[src/design/arq_receiver_window_assert.svh]
// assertion macros for the arq receiver window
`ifndef ARQ_RECEIVER_WINDOW_ASSERT_SVH
`define ARQ_RECEIVER_WINDOW_ASSERT_SVH
`ifndef SYNTHESIS
`define ARQ_ASSERT_IMP(lbl, ante, cons) \
  lbl: assert property (@(posedge clk) disable iff (rst) (ante) |-> (cons)) \
    else $error("arq receiver window assertion failed");
`define ARQ_ASSERT_NEXT(lbl, ante, cons) \
  lbl: assert property (@(posedge clk) disable iff (rst) (ante) |=> (cons)) \
    else $error("arq receiver window assertion failed");
`else
`define ARQ_ASSERT_IMP(lbl, ante, cons)
`define ARQ_ASSERT_NEXT(lbl, ante, cons)
`endif
`endif

[src/design/arqrw_pkg.sv]
// shared types and constants of the arq receiver window
package arqrw_pkg;

  localparam int SEQ_W   = 10;
  localparam int LEN_W   = 10;
  localparam int ACK_W   = 11;
  localparam int CNT_W   = 11;
  localparam int STAT_W  = 32;
  localparam int WORD_W  = 32;
  localparam int BIT_W   = 5;
  localparam int POS_W   = 6;
  localparam int SUM_W   = 12;
  localparam int IN_W    = 24;
  localparam int OUT_W   = 176;
  localparam int SEQ_LIMIT = 1 << SEQ_W;

  localparam logic [1:0] MODE_SW  = 2'd0;
  localparam logic [1:0] MODE_GBN = 2'd1;

  localparam logic REG_ARQ_MODE      = 1'b0;
  localparam logic REG_TIMEOUT_LIMIT = 1'b1;

  localparam logic [2:0] LIMIT_RESET = 3'd5;
  localparam logic [2:0] RUN_MAX     = 3'd7;
  localparam logic [STAT_W-1:0] STAT_MAX = {STAT_W{1'b1}};

  typedef enum logic [5:0] {
    S_IDLE = 6'b000001,
    S_EXEC = 6'b000010,
    S_WR   = 6'b000100,
    S_SRD  = 6'b001000,
    S_SCAN = 6'b010000,
    S_FIN  = 6'b100000
  } state_t;

endpackage

[src/design/arq_receiver_window.sv]
// arq receiver window: expected number, received bitmap and statistics
// One item at a time. Timeouts, invalid packets, stop-and-wait packets and
// packets that mark nothing go from the execute state to the finish state.
// A go-back-N or selective-repeat packet that is stored goes on through the
// write, read-wait and scan states; the scan reads the 32-bit bitmap words of
// the in-order advance one word per cycle from the registered bitmap memory,
// and the read-wait state lies between the marking write and the first read.
// Bitmap rows carry valid flags cleared by reset, so the block is ready
// straight after reset with no clearing pass. The next item is accepted while
// a finished result still waits in the output register.
`include "arq_receiver_window_assert.svh"

module arq_receiver_window #(
  parameter int SEQ_SPACE = 1024
) (
  input  logic                        clk,
  input  logic                        rst,
  input  logic                        cfg_we,
  input  logic                        cfg_index,
  input  logic [2:0]                  cfg_data,
  input  logic                        s_tvalid,
  output logic                        s_tready,
  // packet_ok, seq_num, data_length, zero pad
  input  logic [arqrw_pkg::IN_W-1:0]  s_tdata,
  // op
  input  logic                        s_tuser,
  output logic                        m_tvalid,
  input  logic                        m_tready,
  // ack_valid, ack_num, deliver_first, deliver_count, expected_next,
  // misordered, finished, packets_total, corrupted_total,
  // misorder_total, bytes_total, zero pad
  output logic [arqrw_pkg::OUT_W-1:0] m_tdata
);
  import arqrw_pkg::*;

  localparam int MAP_DEPTH = (SEQ_SPACE < SEQ_LIMIT) ? SEQ_SPACE : SEQ_LIMIT;
  localparam int NUM_WORDS = (MAP_DEPTH + WORD_W - 1) / WORD_W;
  localparam int WIDX_W    = (NUM_WORDS > 1) ? $clog2(NUM_WORDS) : 1;
  localparam int EXP_W     = $clog2(MAP_DEPTH + 1);

  state_t state;

  logic [1:0]        arq_mode;
  logic [2:0]        timeout_limit;
  logic [EXP_W-1:0]  expected;
  logic [2:0]        timeout_run;
  logic              done;
  logic [STAT_W-1:0] valid_count;
  logic [STAT_W-1:0] bad_count;
  logic [STAT_W-1:0] misorder_count;
  logic [STAT_W-1:0] byte_count;

  logic              i_op;
  logic              i_ok;
  logic [SEQ_W-1:0]  i_seq;
  logic [LEN_W-1:0]  i_len;

  logic              r_ack_v;
  logic [ACK_W-1:0]  r_ack_n;
  logic [SEQ_W-1:0]  r_dfirst;
  logic [CNT_W-1:0]  r_dcount;
  logic              r_ooo;
  logic              r_sr;

  logic [WORD_W-1:0] map_mem [NUM_WORDS];
  logic [NUM_WORDS-1:0] row_valid;
  logic [WORD_W-1:0] rdata;
  logic              rv_q;
  logic [WIDX_W-1:0] rd_addr;
  logic [WIDX_W-1:0] seq_word;
  logic [WIDX_W-1:0] exp_word;
  logic [WIDX_W:0]   exp_word_inc;
  logic              has_next;
  logic              mem_we;
  logic [WORD_W-1:0] cur_word;
  logic [WORD_W-1:0] wr_data;

  logic              in_space;
  logic              hit;
  logic              seq_ge;
  logic              seq_gt;
  logic [ACK_W-1:0]  ack_prev;
  logic [2:0]        run_inc;
  logic [STAT_W:0]   byte_sum;

  logic [BIT_W-1:0]  off;
  logic [WORD_W-1:0] zeros_above;
  logic [POS_W-1:0]  first_zero;
  logic [POS_W-1:0]  run_len;
  logic [SUM_W-1:0]  exp_sum;
  logic [SEQ_W-1:0]  dfirst_out;

  function automatic logic [POS_W-1:0] lowest_set(input logic [WORD_W-1:0] v);
    logic [POS_W-1:0] p;
    p = POS_W'(WORD_W);
    for (int i = WORD_W - 1; i >= 0; i--) begin
      if (v[i]) p = POS_W'(i);
    end
    return p;
  endfunction

  assign s_tready = (state == S_IDLE);

  // bitmap addressing and scan datapath
  assign seq_word     = WIDX_W'(i_seq >> BIT_W);
  assign exp_word     = WIDX_W'(expected >> BIT_W);
  assign exp_word_inc = (WIDX_W + 1)'(exp_word) + 1'b1;
  assign has_next     = (exp_word_inc < (WIDX_W + 1)'(NUM_WORDS));
  assign cur_word     = rv_q ? rdata : '0;
  assign wr_data      = cur_word | (WORD_W'(1) << i_seq[BIT_W-1:0]);
  assign mem_we       = (state == S_WR);

  assign off         = BIT_W'(expected);
  assign zeros_above = ~cur_word & ({WORD_W{1'b1}} << off);
  assign first_zero  = lowest_set(zeros_above);
  assign run_len     = first_zero - POS_W'(off);
  assign exp_sum     = SUM_W'(expected) + SUM_W'(run_len);

  always_comb begin
    unique case (state)
      S_EXEC:  rd_addr = seq_word;
      S_SCAN:  rd_addr = has_next ? exp_word_inc[WIDX_W-1:0] : exp_word;
      default: rd_addr = exp_word;
    endcase
  end

  always_ff @(posedge clk) begin
    if (mem_we) map_mem[seq_word] <= wr_data;
    rdata <= map_mem[rd_addr];
    rv_q  <= row_valid[rd_addr];
  end

  // packet classification
  assign in_space = (32'(i_seq) < SEQ_SPACE);
  assign hit      = in_space && (SUM_W'(i_seq) == SUM_W'(expected));
  assign seq_ge   = (SUM_W'(i_seq) >= SUM_W'(expected));
  assign seq_gt   = (SUM_W'(i_seq) > SUM_W'(expected));
  assign ack_prev = ACK_W'(SUM_W'(expected) - SUM_W'(1));
  assign run_inc  = (timeout_run < RUN_MAX) ? timeout_run + 3'd1 : timeout_run;
  assign byte_sum = (STAT_W + 1)'(byte_count) + (STAT_W + 1)'(i_len);

  assign dfirst_out = (r_sr && (r_dcount == '0)) ? '0 : r_dfirst;

  always_ff @(posedge clk) begin
    if (rst) begin
      state          <= S_IDLE;
      arq_mode       <= MODE_SW;
      timeout_limit  <= LIMIT_RESET;
      expected       <= '0;
      timeout_run    <= '0;
      done           <= 1'b0;
      valid_count    <= '0;
      bad_count      <= '0;
      misorder_count <= '0;
      byte_count     <= '0;
      row_valid      <= '0;
      m_tvalid       <= 1'b0;
    end else begin
      if (cfg_we) begin
        unique case (cfg_index)
          REG_ARQ_MODE:      arq_mode      <= cfg_data[1:0];
          REG_TIMEOUT_LIMIT: timeout_limit <= cfg_data;
          default: ;
        endcase
      end
      if (m_tvalid && m_tready && (state != S_FIN)) m_tvalid <= 1'b0;

      unique case (state)
        S_IDLE: begin
          if (s_tvalid) begin
            i_op  <= s_tuser;
            i_ok  <= s_tdata[0];
            i_seq <= s_tdata[SEQ_W:1];
            i_len <= s_tdata[SEQ_W+LEN_W:SEQ_W+1];
            state <= S_EXEC;
          end
        end
        S_EXEC: begin
          r_ack_v  <= 1'b0;
          r_ack_n  <= '0;
          r_dfirst <= '0;
          r_dcount <= '0;
          r_ooo    <= 1'b0;
          r_sr     <= 1'b0;
          state    <= S_FIN;
          if (!done) begin
            if (i_op) begin
              if (arq_mode == MODE_SW) begin
                timeout_run <= run_inc;
                if (run_inc >= timeout_limit) done <= 1'b1;
              end
            end else begin
              timeout_run <= '0;
              if (!i_ok) begin
                if (bad_count != STAT_MAX) bad_count <= bad_count + 1'b1;
              end else begin
                if (valid_count != STAT_MAX) valid_count <= valid_count + 1'b1;
                byte_count <= byte_sum[STAT_W] ? STAT_MAX : byte_sum[STAT_W-1:0];
                if (arq_mode == MODE_SW) begin
                  r_ack_v <= 1'b1;
                  if (hit) begin
                    r_ack_n  <= ACK_W'(i_seq);
                    r_dfirst <= i_seq;
                    r_dcount <= CNT_W'(1);
                    expected <= expected + 1'b1;
                  end else begin
                    r_ooo   <= 1'b1;
                    r_ack_n <= ack_prev;
                    if (misorder_count != STAT_MAX)
                      misorder_count <= misorder_count + 1'b1;
                  end
                end else if (arq_mode == MODE_GBN) begin
                  if (hit) begin
                    r_ack_v  <= 1'b1;
                    r_ack_n  <= ACK_W'(i_seq);
                    r_dfirst <= i_seq;
                    state    <= S_WR;
                  end else begin
                    r_ooo <= 1'b1;
                    if (misorder_count != STAT_MAX)
                      misorder_count <= misorder_count + 1'b1;
                    if (seq_gt) begin
                      r_ack_v <= 1'b1;
                      r_ack_n <= ack_prev;
                    end
                  end
                end else begin
                  r_ack_v <= 1'b1;
                  r_ack_n <= ACK_W'(i_seq);
                  if (seq_ge) begin
                    if (in_space) begin
                      r_dfirst <= SEQ_W'(expected);
                      r_sr     <= 1'b1;
                      state    <= S_WR;
                    end
                  end else begin
                    r_ooo <= 1'b1;
                    if (misorder_count != STAT_MAX)
                      misorder_count <= misorder_count + 1'b1;
                  end
                end
              end
            end
          end
        end
        S_WR: begin
          row_valid[seq_word] <= 1'b1;
          state <= S_SRD;
        end
        S_SRD: begin
          state <= S_SCAN;
        end
        S_SCAN: begin
          expected <= EXP_W'(exp_sum);
          r_dcount <= r_dcount + CNT_W'(run_len);
          if (!((first_zero == POS_W'(WORD_W)) && has_next)) state <= S_FIN;
        end
        S_FIN: begin
          if (!m_tvalid || m_tready) begin
            m_tvalid <= 1'b1;
            m_tdata  <= {2'b00, byte_count, misorder_count, bad_count, valid_count,
                         done, r_ooo, CNT_W'(expected), r_dcount, dfirst_out,
                         r_ack_n, r_ack_v};
            state    <= S_IDLE;
          end
        end
        default: state <= S_IDLE;
      endcase
    end
  end

  `ARQ_ASSERT_IMP(a_done_sticky, !$past(rst) && $past(done), done)
  `ARQ_ASSERT_IMP(a_expected_monotonic, !$past(rst), expected >= $past(expected))
  `ARQ_ASSERT_IMP(a_done_only_sw, !$past(rst) && !$past(done) && done, $past(arq_mode) == MODE_SW)
  `ARQ_ASSERT_IMP(a_scan_in_range, state == S_SCAN, 32'(expected) < MAP_DEPTH)
  `ARQ_ASSERT_NEXT(a_write_then_read, state == S_WR, state == S_SRD)

endmodule

[config.mk]
export PLATFORM = sky130hd
export DESIGN_NAME = arq_receiver_window
export DESIGN_NICKNAME = d
export VERILOG_FILES = /design/src/design/arqrw_pkg.sv /design/src/design/arq_receiver_window.sv
export VERILOG_INCLUDE_DIRS = /design/src /design/src/design
export SDC_FILE = /design/constraint.sdc
export NUM_CORES = 2
export LEC_CHECK = 0
export BUFFER_PORTS_ARGS = -buffer_cell sky130_fd_sc_hd__buf_4
export CORE_ASPECT_RATIO = 0.75
export CORE_MARGIN = 3
export CORE_UTILIZATION = 39
export DETAILED_ROUTE_END_ITERATION = 12
export PLACE_DENSITY = 0.51
export SLEW_MARGIN = 0
export SYNTH_ARGS = -nofsm -noshare
export SYNTH_HDL_FRONTEND = slang
export SYNTH_SLANG_ARGS = --single-unit
[constraint.sdc]
create_clock -name clk -period 24.9 [get_ports clk]
set_input_delay 6.225 -clock clk [delete_from_list [all_inputs] [get_ports clk]]
set_output_delay 6.225 -clock clk [all_outputs]
set_load 0.02 [all_outputs]
==> results.py <==
metrics = {
    "yosys": {
        "postSynthAreaPerCell_sq_um": 14.33,
        "ys.flop_type": "edfxtp_1",
        "synth-seq-area-share_pct": 72.13,
        "yosysWarnings": 0,
        "synthArstFlopShare_pct": 0,
        "synth_edf_count": 1255,
        "synthCells": 4071,
        "ys_seq_elements": 1475,
        "ys_types": 86,
        "synth_area_sq_um": 58350,
    },
    "status": {
        "status": "finished clean",
    },
    "worst_setup_path": {
        "crit_path_top_delay_cell": "dfxtp_1",
        "criticalPathCategory": "reg2out",
        "endpoint_kind": "output port",
        "start_kind": "flop",
        "crit_start": "state[2]",
        "crit_family": "simple AND/OR/NAND/NOR gates",
        "crit_arrival_ns": 2.07,
        "critPathMaxFanout": 10,
        "crit_path_cell_trace": "nor4_1, nand3b_1, inv_1, buf_4",
        "critical-path-max-stage-delay_ns": 0.42,
        "r2r-start": "expected[1]",
        "critPathRequiredTime_ns": 18.67,
        "critPathBufInv": 2,
    },
    "clock_tree": {
        "clk_latency_ns": 0.78,
        "root_buffer": "clkbuf_16",
        "clockBufferDepth": 3,
        "clkTransAtPathRegs_ns": 0.06,
        "htree_levels": 4,
        "cts_setup_buffers": 0,
        "cts_hold_buf": 0,
        "cts_tree": "yes",
        "cts_sinks": 1475,
        "cts_resized": 0,
        "cts_made_buffers": 144,
    },
    "sta": {
        "rsz0062_at_grt": "false",
        "max_freq_ghz": 0.1205,
        "setup_viol": 0,
        "fin_tns_setup_ns": 0,
        "relSlewSlack_pct": 10.71,
        "layout_worst_path_cycle_share_pct": 33.32,
        "hold_viol": 0,
        "worstMarginPinSlew_ns": 1.339,
        "fin_skew_ns": 0.02245,
        "slew_violations": 0,
        "period_minus_slack_ns": 8.297,
    },
    "route": {
        "dr.pass1.iters": 5,
        "totalWireLength_mm": 167.1,
        "ant_nets": 0,
        "routedWlPerCell_microns": 26.15,
        "first_iter_violations": 4047,
        "vias": 35370,
        "drc": 0,
        "vias_per_cell": 5.535,
    },
    "final_layout": {
        "fin_util_pct": 45.29,
        "area_growth_pct": 14.92,
        "final_cell_mix": "1255 x edfxtp_1, 661 x nand2_1, 281 x buf_4",
        "final_common_cell": "edfxtp_1",
        "nets": 4378,
        "antennaDiodeCount": 0,
        "final_area_sq_um": 67050,
        "drive_gt1_share_pct": 16.63,
    },
    "pwr": {
        "vdd_drop_max_mv": 0.05788,
        "powerDensity_nw_per_um2": 73.87,
        "power_leakage_nw": 22.56,
    },
    "global_routing": {
        "overflow": 0,
        "grt_pass1_vias": 33670,
        "grt_max_degree": 185,
        "antenna_found_initial": 1,
        "grt_pass1_wl_mm": 240.8,
        "grt_usage_pct": 21.42,
    },
    "placement": {
        "dp_hpwl_mm": 93.76,
        "io_buffer_count": 206,
        "gp_congestion": 0.8284,
        "place_area_sq_um": 62480,
    },
    "floorplanning": {
        "die-area_sq_um": 154300,
        "initial_core_util_pct": 39.41,
        "core_sq_um": 148100,
        "die_w_microns": 452.6,
        "pin_count": 212,
        "die_y_microns": 341.0,
        "rows": 122,
    },
    "run": {
        "drv_cap": 0,
    },
    "min_path": {
        "holdCritStartpoint": "r_ooo",
        "hold_path_class": "reg2reg",
    },
}
layout make-up:
type | count | area, sq um
multi-input combinational | 2338 | 15530
sequential | 1475 | 42090
timing repair buffer | 287 | 2228
clock inverter | 70 | 590.6
inverter | 45 | 168.9
tap | 1984 | 2482
clock buffer | 192 | 3959
fill | 13200 | 81010
worst reg2reg max path, delay by kind of cell, from the launching register on:
family	cells	cell delay [ns]
buf+inv	1	0.36
flops	1	0.78
compound gates	11	2.59
simple gates	5	0.88
xor+xnor	2	0.55
fa+ha+maj	4	1.24
per-stage QoR:
step | cells | worst slack (ns) | total power, mW | hold slack (ns)
after floorplan | 4072 | 4.678 | 2.810 | 0.4003
after global placement | 6128 | 16.74 | 2.862 | 0.4079
after detailed placement | 6128 | 16.68 | 2.863 | 0.4061
after CTS | 6390 | 16.55 | 5.003 | 0.4239
after global routing | 6391 | 16.45 | 5.105 | 0.4354
final | 6391 | 16.60 | 4.953 | 0.4225
power by group:
part | internal (mW) | switching, mW | total [mW]
registers | 2.66 | 0.0121 | 2.68
logic | 0.0423 | 0.0910 | 0.133
clock network | 1.21 | 0.931 | 2.14
total | 3.92 | 1.03 | 4.95
cell families after synthesis:
| group | Yosys count | share of synthesized area [%] |
|---|---|---|
| AOI/OAI and AO/OA | 428 | 4.911 |
| xor gates and xnor gates | 122 | 1.831 |
| adders and majority gates | 53 | 1.188 |
| buffers and inverters | 259 | 1.975 |
| DFF | 1475 | 72.13 |
| muxes | 141 | 5.254 |
| other | 1 | 0.006427 |
| and+or+nand+nor | 1592 | 12.70 |
state kept, by name, summed over array words and instances, names as in the netlist, 2 cells and up:
signal          cells
r_dfirst           10
byte_count         32
map_mem          1024
timeout_run         3
timeout_limit       3
i_len              10
r_ack_n            11
state               6
r_dcount           11
m_tdata           174
expected           11
valid_count        32
bad_count          32
misorder_count     32
arq_mode            2
i_seq              10
row_valid          32
rdata              32
cell usage after synthesis (all sizes together), types with 45 or more instances:
library cell / instances / area, sq um
nand4: 150 / 938.4
nor2: 282 / 1080
ha: 49 / 613.1
edfxtp: 1255 / 37690
xnor2: 59 / 516.8
xor2: 63 / 551.8
o21ai: 80 / 400.4
inv: 45 / 168.9
clkbuf: 122 / 457.9
buf: 92 / 525.5
dfxtp: 220 / 4404
nand2: 663 / 2491
mux4: 132 / 2973
a22oi: 70 / 530.5
a31oi: 83 / 534.3
a21oi: 80 / 404.1
nand3: 274 / 1384
routing by layer:
layer	track usage (%)	routed length [microns]	share of wire [%]
met5	0	0	0
met4	5.376	3454	2.1
met3	4.092	12620	7.6
met2	30.05	70950	42
met1	33.85	80070	48
worst paths after layout:
check | end | slack (ns) | cells past startpoint
worst min register to register | m_tdata[44] | 0.42 | 0
worst max register to register | expected[9] | 18.38 | 23
worst max-delay path | s_tready | 16.60 | 4
worst min-delay path | m_tdata[44] | 0.42 | 0
Note: power is estimated with default switching activity, not from simulation.
